--- src/rtl/mcr_pkg.sv ---
package mcr_pkg;

    // field widths of the stream words
    localparam int COORD_W  = 16;
    localparam int RADIUS_W = 15;
    localparam int COLOR_W  = 16;
    localparam int OFFS_W   = 16;
    localparam int DEC_W    = 18;

    // default coordinate wrap width
    localparam int COORD_BITS_DEF = 16;

    // input word layout, lowest field first
    localparam int S_TDATA_W = 64;
    localparam int CX_LSB    = 0;
    localparam int CY_LSB    = CX_LSB + COORD_W;
    localparam int RAD_LSB   = CY_LSB + COORD_W;
    localparam int COL_LSB   = RAD_LSB + RADIUS_W;

    // output word layout
    localparam int M_TDATA_W = 48;

    // job queue between front and back
    localparam int QUEUE_DEPTH = 2;

    // item kinds carried in s_tuser
    localparam logic MODE_START = 1'b0;
    localparam logic MODE_STEP  = 1'b1;

    // last pixel index of each job kind
    localparam logic [2:0] LAST_START_IDX = 3'd3;
    localparam logic [2:0] LAST_STEP_IDX  = 3'd7;

    // job word: center x/y, offsets a/b, color, step flag, done flag
    function automatic int job_bits(input int coord_bits);
        return 4 * coord_bits + COLOR_W + 2;
    endfunction

endpackage

--- src/rtl/midpoint_circle_rasterizer.sv ---
// Midpoint circle outline generator.
// Input words on the s_ channel: s_tuser selects start (0) or step (1). A start
// word loads center, radius and color and yields the four axis pixels; a step
// word runs one midpoint iteration and yields eight octant pixels. A step once
// the outline is done, or before any start, is taken and yields nothing.
// Output words on the m_ channel carry one pixel each; m_tlast marks the last
// pixel of an input word and m_tuser is set when the outline is complete.
// With the sequencer idle, an input word that is taken is written into the job
// queue, and its first pixel is then registered into the output word. Pixels
// go out at one per cycle, from a single pixel adder pair, while m_tready is
// high and the job queue holds a job.
// A two-entry job queue sits between the input decoder and the pixel
// sequencer, so input words are taken while earlier pixels are still going
// out; s_tready drops only when that queue is full.
// When m_tready is low with a pixel on m_tvalid, the output word holds and the sequencer waits.
// Reset (aresetn low, synchronous) clears the circle state, empties the queue
// and drops m_tvalid.
module midpoint_circle_rasterizer
    import mcr_pkg::*;
#(
    parameter int COORD_BITS = COORD_BITS_DEF
) (
    input  logic                 aclk,
    input  logic                 aresetn,
    input  logic                 s_tvalid,
    output logic                 s_tready,
    // center_x[15:0], center_y[31:16], radius[46:32], color[62:47], zero[63]
    input  logic [S_TDATA_W-1:0] s_tdata,
    // mode
    input  logic                 s_tuser,
    output logic                 m_tvalid,
    input  logic                 m_tready,
    // pixel_x[15:0], pixel_y[31:16], pixel_color[47:32]
    output logic [M_TDATA_W-1:0] m_tdata,
    output logic                 m_tlast,
    // done_res
    output logic                 m_tuser
);

    localparam int JOB_W = job_bits(COORD_BITS);

    logic             q_push;
    logic             q_full;
    logic             q_pop;
    logic             q_valid;
    logic [JOB_W-1:0] q_wdata;
    logic [JOB_W-1:0] q_rdata;

    mcr_front #(
        .COORD_BITS(COORD_BITS)
    ) u_front (
        .aclk     (aclk),
        .aresetn  (aresetn),
        .s_tvalid (s_tvalid),
        .s_tready (s_tready),
        .s_tdata  (s_tdata),
        .s_tuser  (s_tuser),
        .q_full   (q_full),
        .q_push   (q_push),
        .q_wdata  (q_wdata)
    );

    mcr_queue #(
        .WIDTH(JOB_W)
    ) u_queue (
        .aclk    (aclk),
        .aresetn (aresetn),
        .push    (q_push),
        .wdata   (q_wdata),
        .full    (q_full),
        .pop     (q_pop),
        .valid   (q_valid),
        .rdata   (q_rdata)
    );

    mcr_back #(
        .COORD_BITS(COORD_BITS)
    ) u_back (
        .aclk     (aclk),
        .aresetn  (aresetn),
        .q_valid  (q_valid),
        .q_rdata  (q_rdata),
        .q_pop    (q_pop),
        .m_tvalid (m_tvalid),
        .m_tready (m_tready),
        .m_tdata  (m_tdata),
        .m_tlast  (m_tlast),
        .m_tuser  (m_tuser)
    );

endmodule

--- src/rtl/mcr_front.sv ---
module mcr_front
    import mcr_pkg::*;
#(
    parameter int COORD_BITS = COORD_BITS_DEF
) (
    input  logic                                aclk,
    input  logic                                aresetn,
    input  logic                                s_tvalid,
    output logic                                s_tready,
    input  logic [S_TDATA_W-1:0]                s_tdata,
    input  logic                                s_tuser,
    input  logic                                q_full,
    output logic                                q_push,
    output logic [job_bits(COORD_BITS)-1:0]     q_wdata
);

    typedef struct packed {
        logic [COORD_BITS-1:0] cx;
        logic [COORD_BITS-1:0] cy;
        logic [COORD_BITS-1:0] a;
        logic [COORD_BITS-1:0] b;
        logic [COLOR_W-1:0]    color;
        logic                  is_step;
        logic                  done;
    } job_t;

    logic [COORD_BITS-1:0] cx_reg, cx_next;
    logic [COORD_BITS-1:0] cy_reg, cy_next;
    logic [COLOR_W-1:0]    color_reg, color_next;
    logic [OFFS_W-1:0]     ox_reg, ox_next;
    logic [OFFS_W-1:0]     oy_reg, oy_next;
    logic [DEC_W-1:0]      dec_reg, dec_next;
    logic [DEC_W-1:0]      ix_reg, ix_next;
    logic [DEC_W-1:0]      iy_reg, iy_next;
    logic                  run_reg, run_next;

    logic                  accept;
    logic [OFFS_W-1:0]     in_rad;
    logic                  dec_pos;
    logic [DEC_W-1:0]      iy_step;
    logic [DEC_W-1:0]      dec_mid;
    logic [DEC_W-1:0]      ix_step;
    logic [OFFS_W-1:0]     ox_step;
    logic [OFFS_W-1:0]     oy_step;
    job_t                  job;

    assign s_tready = !q_full;
    assign accept   = s_tvalid && s_tready;
    assign in_rad   = OFFS_W'(s_tdata[RAD_LSB +: RADIUS_W]);

    // one midpoint iteration
    always_comb begin
        dec_pos = !dec_reg[DEC_W-1];
        iy_step = dec_pos ? iy_reg + DEC_W'(2) : iy_reg;
        dec_mid = dec_pos ? dec_reg + iy_step : dec_reg;
        oy_step = dec_pos ? oy_reg - OFFS_W'(1) : oy_reg;
        ix_step = ix_reg + DEC_W'(2);
        ox_step = ox_reg + OFFS_W'(1);
    end

    // state update and job build
    always_comb begin
        cx_next    = cx_reg;
        cy_next    = cy_reg;
        color_next = color_reg;
        ox_next    = ox_reg;
        oy_next    = oy_reg;
        dec_next   = dec_reg;
        ix_next    = ix_reg;
        iy_next    = iy_reg;
        run_next   = run_reg;
        q_push     = 1'b0;
        if (accept) begin
            if (s_tuser == MODE_START) begin
                cx_next    = s_tdata[CX_LSB +: COORD_BITS];
                cy_next    = s_tdata[CY_LSB +: COORD_BITS];
                color_next = s_tdata[COL_LSB +: COLOR_W];
                ox_next    = '0;
                oy_next    = in_rad;
                dec_next   = DEC_W'(1) - DEC_W'(in_rad);
                ix_next    = DEC_W'(1);
                iy_next    = '0 - (DEC_W'(in_rad) << 1);
                run_next   = (in_rad != '0);
                q_push     = 1'b1;
            end else if (run_reg) begin
                ox_next  = ox_step;
                oy_next  = oy_step;
                iy_next  = iy_step;
                ix_next  = ix_step;
                dec_next = dec_mid + ix_step;
                run_next = (ox_step < oy_step);
                q_push   = 1'b1;
            end
        end
        job.cx      = cx_next;
        job.cy      = cy_next;
        job.a       = ox_next[COORD_BITS-1:0];
        job.b       = oy_next[COORD_BITS-1:0];
        job.color   = color_next;
        job.is_step = (s_tuser == MODE_STEP);
        job.done    = !run_next;
    end

    assign q_wdata = job;

    always_ff @(posedge aclk) begin
        if (!aresetn) begin
            cx_reg    <= '0;
            cy_reg    <= '0;
            color_reg <= '0;
            ox_reg    <= '0;
            oy_reg    <= '0;
            dec_reg   <= '0;
            ix_reg    <= '0;
            iy_reg    <= '0;
            run_reg   <= 1'b0;
        end else begin
            cx_reg    <= cx_next;
            cy_reg    <= cy_next;
            color_reg <= color_next;
            ox_reg    <= ox_next;
            oy_reg    <= oy_next;
            dec_reg   <= dec_next;
            ix_reg    <= ix_next;
            iy_reg    <= iy_next;
            run_reg   <= run_next;
        end
    end

endmodule

--- src/rtl/mcr_queue.sv ---
module mcr_queue
    import mcr_pkg::*;
#(
    parameter int WIDTH = 8
) (
    input  logic             aclk,
    input  logic             aresetn,
    input  logic             push,
    input  logic [WIDTH-1:0] wdata,
    output logic             full,
    input  logic             pop,
    output logic             valid,
    output logic [WIDTH-1:0] rdata
);

    localparam int PTR_W = (QUEUE_DEPTH > 1) ? $clog2(QUEUE_DEPTH) : 1;
    localparam int CNT_W = $clog2(QUEUE_DEPTH + 1);

    logic [WIDTH-1:0] mem_reg [QUEUE_DEPTH];
    logic [PTR_W-1:0] wr_ptr_reg, wr_ptr_next;
    logic [PTR_W-1:0] rd_ptr_reg, rd_ptr_next;
    logic [CNT_W-1:0] count_reg, count_next;

    assign full  = (count_reg == CNT_W'(QUEUE_DEPTH));
    assign valid = (count_reg != '0);
    assign rdata = mem_reg[rd_ptr_reg];

    // pointer and fill count
    always_comb begin
        wr_ptr_next = wr_ptr_reg;
        rd_ptr_next = rd_ptr_reg;
        if (push) begin
            wr_ptr_next = (wr_ptr_reg == PTR_W'(QUEUE_DEPTH - 1)) ? '0
                                                                  : wr_ptr_reg + PTR_W'(1);
        end
        if (pop) begin
            rd_ptr_next = (rd_ptr_reg == PTR_W'(QUEUE_DEPTH - 1)) ? '0
                                                                  : rd_ptr_reg + PTR_W'(1);
        end
        count_next = count_reg + CNT_W'(push) - CNT_W'(pop);
    end

    always_ff @(posedge aclk) begin
        if (!aresetn) begin
            wr_ptr_reg <= '0;
            rd_ptr_reg <= '0;
            count_reg  <= '0;
        end else begin
            wr_ptr_reg <= wr_ptr_next;
            rd_ptr_reg <= rd_ptr_next;
            count_reg  <= count_next;
        end
    end

    // entry storage
    always_ff @(posedge aclk) begin
        if (push) begin
            mem_reg[wr_ptr_reg] <= wdata;
        end
    end

`ifndef SYNTHESIS
    a_no_push_full: assert property (@(posedge aclk) disable iff (!aresetn)
        push |-> !full)
        else $error("job pushed into full queue");
    a_no_pop_empty: assert property (@(posedge aclk) disable iff (!aresetn)
        pop |-> valid)
        else $error("job popped from empty queue");
    a_count_bound: assert property (@(posedge aclk) disable iff (!aresetn)
        count_reg <= CNT_W'(QUEUE_DEPTH))
        else $error("queue fill count beyond depth");
`endif

endmodule

--- src/rtl/mcr_back.sv ---
module mcr_back
    import mcr_pkg::*;
#(
    parameter int COORD_BITS = COORD_BITS_DEF
) (
    input  logic                            aclk,
    input  logic                            aresetn,
    input  logic                            q_valid,
    input  logic [job_bits(COORD_BITS)-1:0] q_rdata,
    output logic                            q_pop,
    output logic                            m_tvalid,
    input  logic                            m_tready,
    output logic [M_TDATA_W-1:0]            m_tdata,
    output logic                            m_tlast,
    output logic                            m_tuser
);

    typedef struct packed {
        logic [COORD_BITS-1:0] cx;
        logic [COORD_BITS-1:0] cy;
        logic [COORD_BITS-1:0] a;
        logic [COORD_BITS-1:0] b;
        logic [COLOR_W-1:0]    color;
        logic                  is_step;
        logic                  done;
    } job_t;

    job_t                  job;
    logic [2:0]            idx_reg, idx_next;
    logic                  valid_reg, valid_next;
    logic [COORD_W-1:0]    px_reg, py_reg;
    logic [COLOR_W-1:0]    color_reg;
    logic                  last_reg, done_reg;

    logic                  advance;
    logic                  is_last;
    logic [2:0]            sel;
    logic [COORD_BITS-1:0] xs, ys;
    logic [COORD_BITS-1:0] px, py;

    assign job     = q_rdata;
    assign advance = q_valid && (!valid_reg || m_tready);
    assign is_last = job.is_step ? (idx_reg == LAST_STEP_IDX) : (idx_reg == LAST_START_IDX);
    assign q_pop   = advance && is_last;

    // octant select: bit 2 swaps a and b, bit 1 negates y, bit 0 negates x
    always_comb begin
        if (job.is_step) begin
            sel = idx_reg;
        end else begin
            sel = {idx_reg[1], !idx_reg[1] && idx_reg[0], idx_reg[1] && idx_reg[0]};
        end
        xs = sel[2] ? job.b : job.a;
        ys = sel[2] ? job.a : job.b;
        px = job.cx + (xs ^ {COORD_BITS{sel[0]}}) + COORD_BITS'(sel[0]);
        py = job.cy + (ys ^ {COORD_BITS{sel[1]}}) + COORD_BITS'(sel[1]);
    end

    // pixel counter and output register control
    always_comb begin
        idx_next   = idx_reg;
        valid_next = valid_reg;
        if (advance) begin
            idx_next   = is_last ? 3'd0 : idx_reg + 3'd1;
            valid_next = 1'b1;
        end else if (m_tready) begin
            valid_next = 1'b0;
        end
    end

    always_ff @(posedge aclk) begin
        if (!aresetn) begin
            idx_reg   <= '0;
            valid_reg <= 1'b0;
        end else begin
            idx_reg   <= idx_next;
            valid_reg <= valid_next;
        end
    end

    // output word, sign-extended from the wrap width
    always_ff @(posedge aclk) begin
        if (advance) begin
            px_reg    <= COORD_W'($signed(px));
            py_reg    <= COORD_W'($signed(py));
            color_reg <= job.color;
            last_reg  <= is_last;
            done_reg  <= job.done;
        end
    end

    assign m_tvalid = valid_reg;
    assign m_tdata  = {color_reg, py_reg, px_reg};
    assign m_tlast  = last_reg;
    assign m_tuser  = done_reg;

`ifndef SYNTHESIS
    a_idx_needs_job: assert property (@(posedge aclk) disable iff (!aresetn)
        (idx_reg != 3'd0) |-> q_valid)
        else $error("pixel counter running without a job");
    a_start_four: assert property (@(posedge aclk) disable iff (!aresetn)
        (q_valid && !job.is_step) |-> (idx_reg <= LAST_START_IDX))
        else $error("start job beyond its fourth pixel");
    a_hold_stalled: assert property (@(posedge aclk) disable iff (!aresetn)
        (valid_reg && !m_tready) |=> (valid_reg && $stable(idx_reg)))
        else $error("pixel sequencer moved while output stalled");
`endif

endmodule
--- config.mk ---
export PLATFORM = sky130hd
export DESIGN_NAME = midpoint_circle_rasterizer
export DESIGN_NICKNAME = d
export VERILOG_FILES = /design/src/rtl/mcr_pkg.sv /design/src/rtl/midpoint_circle_rasterizer.sv /design/src/rtl/mcr_front.sv /design/src/rtl/mcr_queue.sv /design/src/rtl/mcr_back.sv
export SDC_FILE = /design/constraint.sdc
export NUM_CORES = 1
export LEC_CHECK = 0
export ABC_AREA = 0
export BUFFER_PORTS_ARGS = -buffer_cell sky130_fd_sc_hd__clkbuf_2
export CORE_ASPECT_RATIO = 0.8
export CORE_MARGIN = 3
export CORE_UTILIZATION = 60
export DETAILED_ROUTE_END_ITERATION = 8
export HOLD_SLACK_MARGIN = 0.12
export PLACE_DENSITY = 0.79
export SLEW_MARGIN = 25
export SYNTH_ARGS = -nofsm -noshare
export SYNTH_HDL_FRONTEND = slang
export SYNTH_SLANG_ARGS = --single-unit
--- constraint.sdc ---
create_clock -name aclk -period 7.7 [get_ports aclk]
set_clock_uncertainty 0.1 [all_clocks]
set_input_delay 1.54 -clock aclk [delete_from_list [all_inputs] [get_ports aclk]]
set_output_delay 1.54 -clock aclk [all_outputs]
set_load 0.01 [all_outputs]
# == Word-level counts from Yosys, hierarchy flattened ==
# Memories as Yosys holds them, arrays and structs flattened. A register that Yosys moved wholly into a read port is not among the register bits.
# Index checks and enable logic that the tools add are counted.
# totals
input_bits,69
ramBits,164
elab_cells,98
n_memories,1
reg_bits,193
output_inout_bits,52
# op_classes
eq_ne,4
n_bitwise,2
muxes,40
order_cmp,1
reduce_logical,14
add_sub_neg,17
# memory_table
name,words,word_bits,read_ports,rd_clocked_by_memory_dff,wr,line_no,source
u_queue.mem_reg,2,82,1,1,1,mcr_queue.sv:19,logic [WIDTH-1:0] mem_reg [QUEUE_DEPTH];
# op_table
cell,n
$mux 16,15
$mux 18,8
$add 18x18->18,2
$add 18x2->18 const B,2
$add 16x1->16,2
$add 16x16->16,2
$xor 16x16->16,2
$sub 1x16->17 const A,1
$add 16x1->16 const B,1
$lt 16x16->1,1
$reduce_bool 16->1,1
$sub 1x15->16 const A,1
$sub 16x1->16 const B,1
$mux 1,15
$mux 3,2
$logic_and 1x1->1,5
$logic_not 1->1,4
$reduce_bool 2->1,2
$add 3x1->3 const B,1
$eq 3x2->1 const B,1
$eq 3x3->1 const B,1
$add 1x1->1 const B,2
$add 2x1->2,1
$eq 2x2->1 const B,1
4 further kinds,4

# == Depth between registers and ports, before layout ==
# Gate-level depths: netlist (run 1).
# logic_depth
depth_word,7
mapped_depth,23
depth_no_buf,22

# == Modules after synthesis ==
# Synthesis (run 1) repeated with hierarchy kept, for this count alone.
# unflattened
cells_unflattened,1902
area_unflattened_um2,19774.0
# by_module_without_submodules
mod,cells_per_inst,seq_area_each_um2,area_per_inst_um2,n_inst
mcr_front,1269,2682.6,9300.2,1
mcr_queue,276,5024.8,6547.5,1
mcr_back,357,1581.5,3926.3,1

# == Worst setup path after synthesis (run 1) ==
# No wires, ideal clock.
# synth_timing
path_kind,input -> register
startpoint,in s_tvalid
endpoint,mem u_queue.mem_reg[0][0] (netlist bit) (enable)
t_required_ps,7075
t_arrival_ps,5680
setup_slack_ps,1395
path_stages,5
setup_time_ps,525
path_buffers,2
cell_sequence,and2_1 > clkbuf_1 > o21ai_1 > clkbuf_1 > nor2_1
# synth_via
elab_chain_cells,4
# synth_rtl
item,line_no,source
start: declaration,midpoint_circle_rasterizer.sv:25,"input logic s_tvalid,"
$logic_and 1x1->1,mcr_front.sv:48,assign accept = s_tvalid && s_tready;
$mux 1,mcr_front.sv:73,if (accept) begin
$mux 1,mcr_queue.sv:57,if (push) begin
$mux 1 (not written as such),mcr_queue.sv:58,mem_reg[wr_ptr_reg] <= wdata;
end: declaration,mcr_queue.sv:19,
# No other way between the ends.

# == Worst setup path in the final report (run 1) ==
# layout_timing
startpoint,reg u_front.iy_reg[1]
endpoint,reg u_front.dec_reg[17]
# layout_via
elab_chain_cells,7
# layout_rtl
item,line_no,source
start: declaration,mcr_front.sv:34,"logic [DEC_W-1:0] iy_reg, iy_next;"
start signal: assignment,mcr_front.sv:125,iy_reg <= iy_next;
$add 18x2->18,mcr_front.sv:54,iy_step = dec_pos ? iy_reg + DEC_W'(2) : iy_reg;
$mux 18 *,mcr_front.sv:54,
$add 18x18->18 *,mcr_front.sv:55,dec_mid = dec_pos ? dec_reg + iy_step : dec_reg;
$mux 18 *,mcr_front.sv:55,
$add 18x18->18 *,mcr_front.sv:90,dec_next = dec_mid + ix_step;
$mux 18 *,mcr_front.sv:85,end else if (run_reg) begin
$mux 18 *,mcr_front.sv:74,if (s_tuser == MODE_START) begin
end signal: assignment,mcr_front.sv:123,dec_reg <= dec_next;
end: declaration,mcr_front.sv:32,"logic [DEC_W-1:0] dec_reg, dec_next;"
# Every way passes the cells marked *; elsewhere a longest branch is shown, timed or not. The select of a mux whose other input is x is not followed.
# A chain may end at the register's enable or synchronous reset.

==> metrics.cfg, run 1 <==
[run_status]
outcome = complete, no violations

[timing]
fmax_mhz = 168.2
worst_slew_pin_slew_ps = 939.3
min_period_ps = 5946
hold-worst-slack_ps = 379.3
slew_headroom = 0.3721
rsz0062_at_grt = false
setup_viol = 0
slew_violations = 0
setup_tns_ps = 0
hold_violations = 0
finalCritPeriodShare = 0.7722

[synthesis]
synthMuxAreaShare = 0.07808
synth_xor_area_frac = 0.07762
synthCells = 1805
netlist.top_cell.by_area = edfxtp_1
synthAdderAreaFrac = 0.06325
synthSimpleGateAreaFrac = 0.1566
avgSynthCellArea_um2 = 10.56
async_flop_share = 0
synth_flop_cell = edfxtp_1
synth_cell_types = 71
yosysSeqAreaShare = 0.4871
synth_warnings = 0
synth_edf_count = 214
ys_top_cells_by_area = edfxtp_1 34%, dfxtp_1 15%, ha_1 5.9%, xnor2_1 5.1%, nand2_1 5.0%
synth_compound_area_frac = 0.1135
yosysTopAreaCellShare = 0.3370
synthesis.nets = 1968
synth_top_family_by_area = simple AND/OR/NAND/NOR gates
synth-seq-cells = 357
synth_area_mm2 = 0.01907

[worst_setup_path]
critPathMaxFanout = 5
cp.arrival_ps = 6320
worstPathRequired_ps = 8070
crit_top_cell = ha_1
cp-end-kind = flop
cpPeakStageDelay_ps = 540
critical_path_buf_inv_count = 0
cp_top_family = compound AO/OA/AOI/OAI gates
cpMaxStageDelayCell = or4_1
startpoint_type = flop
crit_chain = ha_1 > nand4b_1 > xnor2_1 > ha_1 > and2_1 > a221o_1 > o311a_1 > o41a_1 > a21o_1 > a21o_1 > a21oi_1 > nor3_1 > a311o_1 > ha_1 > and3_1 > and3_1 > a211o_1 > a21oi_1 > xor2_1 > or4_1 > nand3_1
path_class = flop to flop

[global_routing]
grt_pass1_wl_um = 72080
overflow = 0
grt_pass1_vias = 13870
grt_max_degree = 80
track_usage = 0.2679
antenna_found_initial = 0

[placed_design]
dp_hpwl_um = 30650
place_area_mm2 = 0.02003
gp_congestion = 0.9117
io_buffers = 119
place_inst = 2270

[power]
p_leak_nw = 8.634
p_sw_frac = 0.2861
p_int_mw = 3.924
p_per_area_mw_per_mm2 = 257.5
power_frac_comb = 0.227
power_frac_seq = 0.422
ir_worst_vdd_v = 0.0001673
p_switching_mw = 1.572
p_clk_frac = 0.351

[clock_network]
cts_resized = 0
clkSinkCount = 357
insertion_delay_ps = 540
cts_hold_buf = 0
cts_tree = yes
cts_max_level = 2
cts_setup_buffers = 0
cts-root-buf = clkbuf_16
cts.path.max_buffers = 3
cts_buffers = 37
cts.clk_slew.worst_paths_ps = 60

[detailed_routing]
vias = 14180
wl_per_cell_um = 19.59
antenna_left = 0
wl_um = 45800
dr.first_iter.drc_count = 1499
drt_pass1_iterations = 6
viasPerCell = 6.066
drc = 0

[layout]
largest_reg_flops = 164
drive_above_1_share = 0.1631
area_growth_syn_to_layout_pct = 11.93
finalNonFillerCells = 2338
final_area_mm2 = 0.02134
antenna_cells = 0
nets = 2059

[floorplan]
initial_core_util = 0.6189
die_h_um = 165.5
dieArea_mm2 = 0.03397
core_mm2 = 0.03081
die_width_um = 205.3
ios = 121
rows = 57

[hold_path]
hold_class = flop to flop

[run]
max_cap_violations = 0

==> power groups by stage <==
stage               clock, mW  sequential [mW]  combinational [mW]
floorplan                   0             2.38               0.855
global placement            0             2.35                1.18
detailed placement          0             2.36                1.23
CTS                      1.95             2.32                1.24
global route             2.03             2.34                1.37
finish                   1.93             2.32                1.25
==> placed cells by master (no fill, tap or decap), types with 53 or more instances in the layout <==
master    netlist  layout
xnor2_1       110     110
nor2_1         85      82
mux2_2         53      53
a21oi_1       102     102
edfxtp_1      214     214
dfxtp_1       143     142
clkbuf_2        0     118
and2_1         98      97
ha_1           90      90
o21ai_0        79      79
xor2_1         59      59
nand2_1       256     255
==> per-layer routing <==
| layer | track usage | vias to the layer above | part of all wire |
|---|---|---|---|
| met4 | 0.08786 | 0 | 0.026 |
| li1 | - | 6660 | - |
| met2 | 0.4291 | 583 | 0.46 |
| met1 | 0.3747 | 6842 | 0.43 |
| met5 | 0 | - | 0 |
| met3 | 0.04625 | 98 | 0.081 |
==> layout make-up <==
class / count / area, um2
multi-input cells: 1328 / 9355
inverters: 34 / 127.6
repair buffers: 138 / 740.7
clock inverters: 18 / 252.7
well taps: 413 / 516.7
fillers: 2298 / 9467
clock buffers: 50 / 1057
flip-flops and latches: 357 / 9293
==> path summary, 6_finish.rpt <==
| check | startpoint | endpoint | slack [ps] | cells after the start |
|---|---|---|---|---|
| min reg2reg | u_front.ix_reg[0] | u_front.ix_reg[0] | 380 | 1 |
| max | u_front.iy_reg[1] | u_front.dec_reg[17] | 1750 | 21 |
| min | u_front.ix_reg[0] | u_front.ix_reg[0] | 380 | 1 |
| max reg2reg | u_front.iy_reg[1] | u_front.dec_reg[17] | 1750 | 21 |
==> through the flow <==
step / setup WS, ps / total power, mW / util
detailed placement: 1962 / 3.586 / 0.6502
CTS: 1831 / 5.512 / 0.6927
floorplan: 1395 / 3.230 / -
finish: 1754 / 5.496 / 0.6927
global route: 1464 / 5.744 / 0.6927
global placement: 2075 / 3.530 / 0.6502
==> cell usage after synthesis (3+ instances only) <==
library cell and n:
a31oi_1 9, a2111oi_0 3, nor4_1 9, mux2_2 53, a21o_1 27, a21oi_1 102, o21a_1 11, and2_1 98
or4_1 3, a22oi_1 15, o22ai_1 19, fa_1 4, nor2_1 85, or3_4 3, o211a_1 8, edfxtp_1 214
o211ai_1 8, clkbuf_1 67, or2_2 8, or3_1 8, o21ai_0 79, mux4_2 30, inv_1 32, ha_1 90
o311ai_0 3, xor2_1 59, a211o_1 10, o21bai_1 8, and3_1 19, nand3_1 44, nand4_1 6, mux2i_1 18
a31o_2 3, nor3_1 26, a22o_1 9, nand2_1 256, buf_1 18, nor2b_1 36, nand2b_1 7, dfxtp_1 143
xnor2_1 110, a211oi_1 7
==> kinds of logic (layout without fill, tap and decap cells) <==
kind of cell,count (synthesis),count (layout)
buf+inv,120,240
fa+ha+maj,94,94
mux,103,103
compound gates,342,342
flops,357,357
simple gates,620,620
xor+xnor,169,169
Note: power is estimated with default switching activity, not from simulation.
==> inputs of run 2 (changes only) <==
Settings changed: CORE_UTILIZATION 60 to 56, PLACE_DENSITY 0.79 to 0.77.
Clock period 7.7 ns to 5.4 ns, I/O delays scaled along.
==> run 2 against run 1 <==
Hold slack improved by 6.8 ps. Combinational power increased by 45%. Global-route usage decreased by 1.9 points. Clock power increased by 23%. Flip-flop and latch count unchanged. Sequential share of layout area decreased by 0.21 points. Non-clock buffer count increased by 27. Highest routed layer unchanged.
==> metrics.cfg, run 2 (same netlist as run 1, synthesis figures left out) <==
[run_status]
outcome = complete, no violations

[layout]
final_area_mm2 = 0.02145  ; +0.49%
nets = 2085  ; +1.3%
multi_input_area_mm2 = 0.009405  ; +0.53%
drive_above_1_share = 0.1740  ; +0.01091
largest_reg_flops = 164  ; unchanged
regArea_mm2 = 0.009293  ; unchanged
fillers = 2572  ; +12%
area_growth_syn_to_layout_pct = 12.47
mostFrequentLayoutCells = 255 x nand2_1, 214 x edfxtp_1, 142 x dfxtp_1
mostFrequentLayoutCell = nand2_1
antenna_cells = 0  ; unchanged

[worst_setup_path]
critPathMaxFanout = 3  ; -2
cp.arrival_ps = 5730  ; -590 ps
worstPathRequired_ps = 5770  ; -2300 ps
startpoint_type = flop
cpMaxStageDelayCell = fa_2
r2r_setup_slack_ps = 40  ; -1710 ps
path_class = flop to flop
crit_top_cell = a21o_1
cpPeakStageDelay_ps = 360  ; -180 ps
crit_chain = ha_1 > mux2_2 > fa_2 > a21o_1 > a221o_1 > o311a_1 > o41a_1 > a21o_1 > a21o_1 > a21oi_2 > nor3_1 > a311o_1 > ha_1 > and3_1 > and3_1 > a211o_1 > a21oi_2 > xor2_2 > buf_4 > o2111ai_1 > nand3_1
cp-end-kind = flop

[timing]
slew_headroom = 0.3483  ; -0.02377
fmax_mhz = 186.6  ; +11%
worst_slew_pin_slew_ps = 976.5  ; +37.23 ps
hold_violations = 0  ; unchanged
slew_violations = 0  ; unchanged
setup_viol = 0  ; unchanged
rsz0062_at_grt = true
setup_tns_ps = 0  ; unchanged
finalCritPeriodShare = 0.9923  ; +0.2200
min_period_ps = 5358  ; -588.0 ps

[detailed_routing]
viasPerCell = 5.890  ; -2.9%
antenna_left = 0  ; unchanged
dr.first_iter.drc_count = 1422  ; -5.1%
wl_per_cell_um = 19.23  ; -1.9%
wl_um = 45660  ; -0.30%
drc = 0  ; unchanged
drt_pass1_iterations = 5  ; -1
vias = 13990  ; -1.4%

[power]
p_per_area_mw_per_mm2 = 350.1  ; +36%
p_sw_frac = 0.2933  ; +0.007162
power_frac_seq = 0.441  ; +0.019
p_int_mw = 5.306  ; +35%
p_leak_nw = 8.717  ; +0.97%
power_frac_comb = 0.241  ; +0.014
p_clk_frac = 0.318  ; -0.033
p_switching_mw = 2.202  ; +40%
ir_worst_vdd_v = 0.0002847  ; +70%

[floorplan]
dieArea_mm2 = 0.03631  ; +6.9%
rows = 59  ; +3.5%
initial_core_util = 0.5766  ; -0.04233
die_width_um = 212.3  ; +3.4%
ios = 121  ; unchanged
core_mm2 = 0.03307  ; +7.3%
die_h_um = 171.0  ; +3.4%

[global_routing]
antenna_found_initial = 0  ; unchanged
grt_pass1_vias = 13290  ; -4.2%
grt_pass1_wl_um = 71300  ; -1.1%
track_usage = 0.2486  ; -0.01935
grt_max_degree = 84  ; +5.0%
overflow = 0  ; unchanged

[clock_network]
cts.clk_slew.worst_paths_ps = 60  ; about the same
insertion_delay_ps = 530  ; about the same
cts_tree = yes
cts-root-buf = clkbuf_16
cts.path.max_buffers = 3  ; unchanged
cts_max_level = 2  ; unchanged
cts_buffers = 36  ; -2.7%
clkSinkCount = 357  ; unchanged
cts_hold_buf = 0  ; unchanged

[placed_design]
dp_hpwl_um = 30800  ; +0.47%
place_area_mm2 = 0.02026  ; +1.1%
io_buffers = 119  ; unchanged
gp_congestion = 0.8691  ; -4.7%

[run]
max_cap_violations = 0  ; unchanged

[hold_path]
hold_class = flop to flop

run 2: cell types whose count changed in the layout (fill, tap and decap cells not counted), sizes merged:
cell	before	now
clkinv	8	11
bufinv	6	1
clkbuf	168	170
clkinvlp	4	0
buf	20	47
run 2: power by group through the flow:
stage	clock, mW	sequential, mW	combinational [mW]
floorplan	0	3.38	1.22
global placement	0	3.36	1.71
detailed placement	0	3.37	1.78
CTS	2.44	3.31	1.79
global route	2.53	3.33	1.99
finish	2.38	3.31	1.81
run 2: worst paths after layout:
kind,to,from,depth (start not counted)
max,u_front.dec_reg[17],u_front.iy_reg[1],21
min,u_front.ix_reg[0],u_front.ix_reg[0],1
max reg2reg,u_front.dec_reg[17],u_front.iy_reg[1],21
min reg2reg,u_front.ix_reg[0],u_front.ix_reg[0],1
run 2: per-stage QoR:
stage                     power [mW]  std cells  worst slack (ps)  utilization  hold WS [ps]
final                          7.508       2375             41.76       0.6485         386.0
after global placement         5.071       2308            -26.77       0.6125         357.1
after CTS                      7.539       2372             13.31       0.6462         388.3
after global routing           7.851       2375            -121.5       0.6485         402.9
after detailed placement       5.145       2308            -37.27       0.6125         374.9
after floorplan                4.604       1805            -348.2            -         347.2
run 2: cell type report:
| cell class | count | area share |
|---|---|---|
| Inverter | 34 | 0.005951 |
| Clock inverter | 12 | 0.004025 |
| Multi-Input combinational cell | 1328 | 0.4385 |
| Timing Repair Buffer | 165 | 0.04609 |
| Tap cell | 427 | 0.02491 |
| Sequential cell | 357 | 0.4333 |
| Clock buffer | 52 | 0.04720 |
run 2: worst max-delay path, delay by kind of cell (launching register included):
family | cells | cell delay [ps]
flip-flops | 1 | 320
XOR/XNOR | 1 | 270
buffers and inverters | 1 | 160
AND/OR/NAND/NOR | 4 | 570
adder cells (fa/ha/maj) | 3 | 960
multiplexers | 1 | 300
AO/OA/AOI/OAI | 11 | 2590
run 2: timing repair:
item	in CTS	in global routing
setup buffers	0	2
cloned	0	0
resized for setup	5	6
setup endpoints to repair	1	1
pin swaps	1	4
run 2: routing by layer:
metal | GRT usage | part of all wire | vias up
met5 | 0 | 0 | -
met4 | 0.06476 | 0.023 | 0
met3 | 0.03996 | 0.082 | 81
met2 | 0.3983 | 0.45 | 539
met1 | 0.3562 | 0.44 | 6659
li1 | - | - | 6710
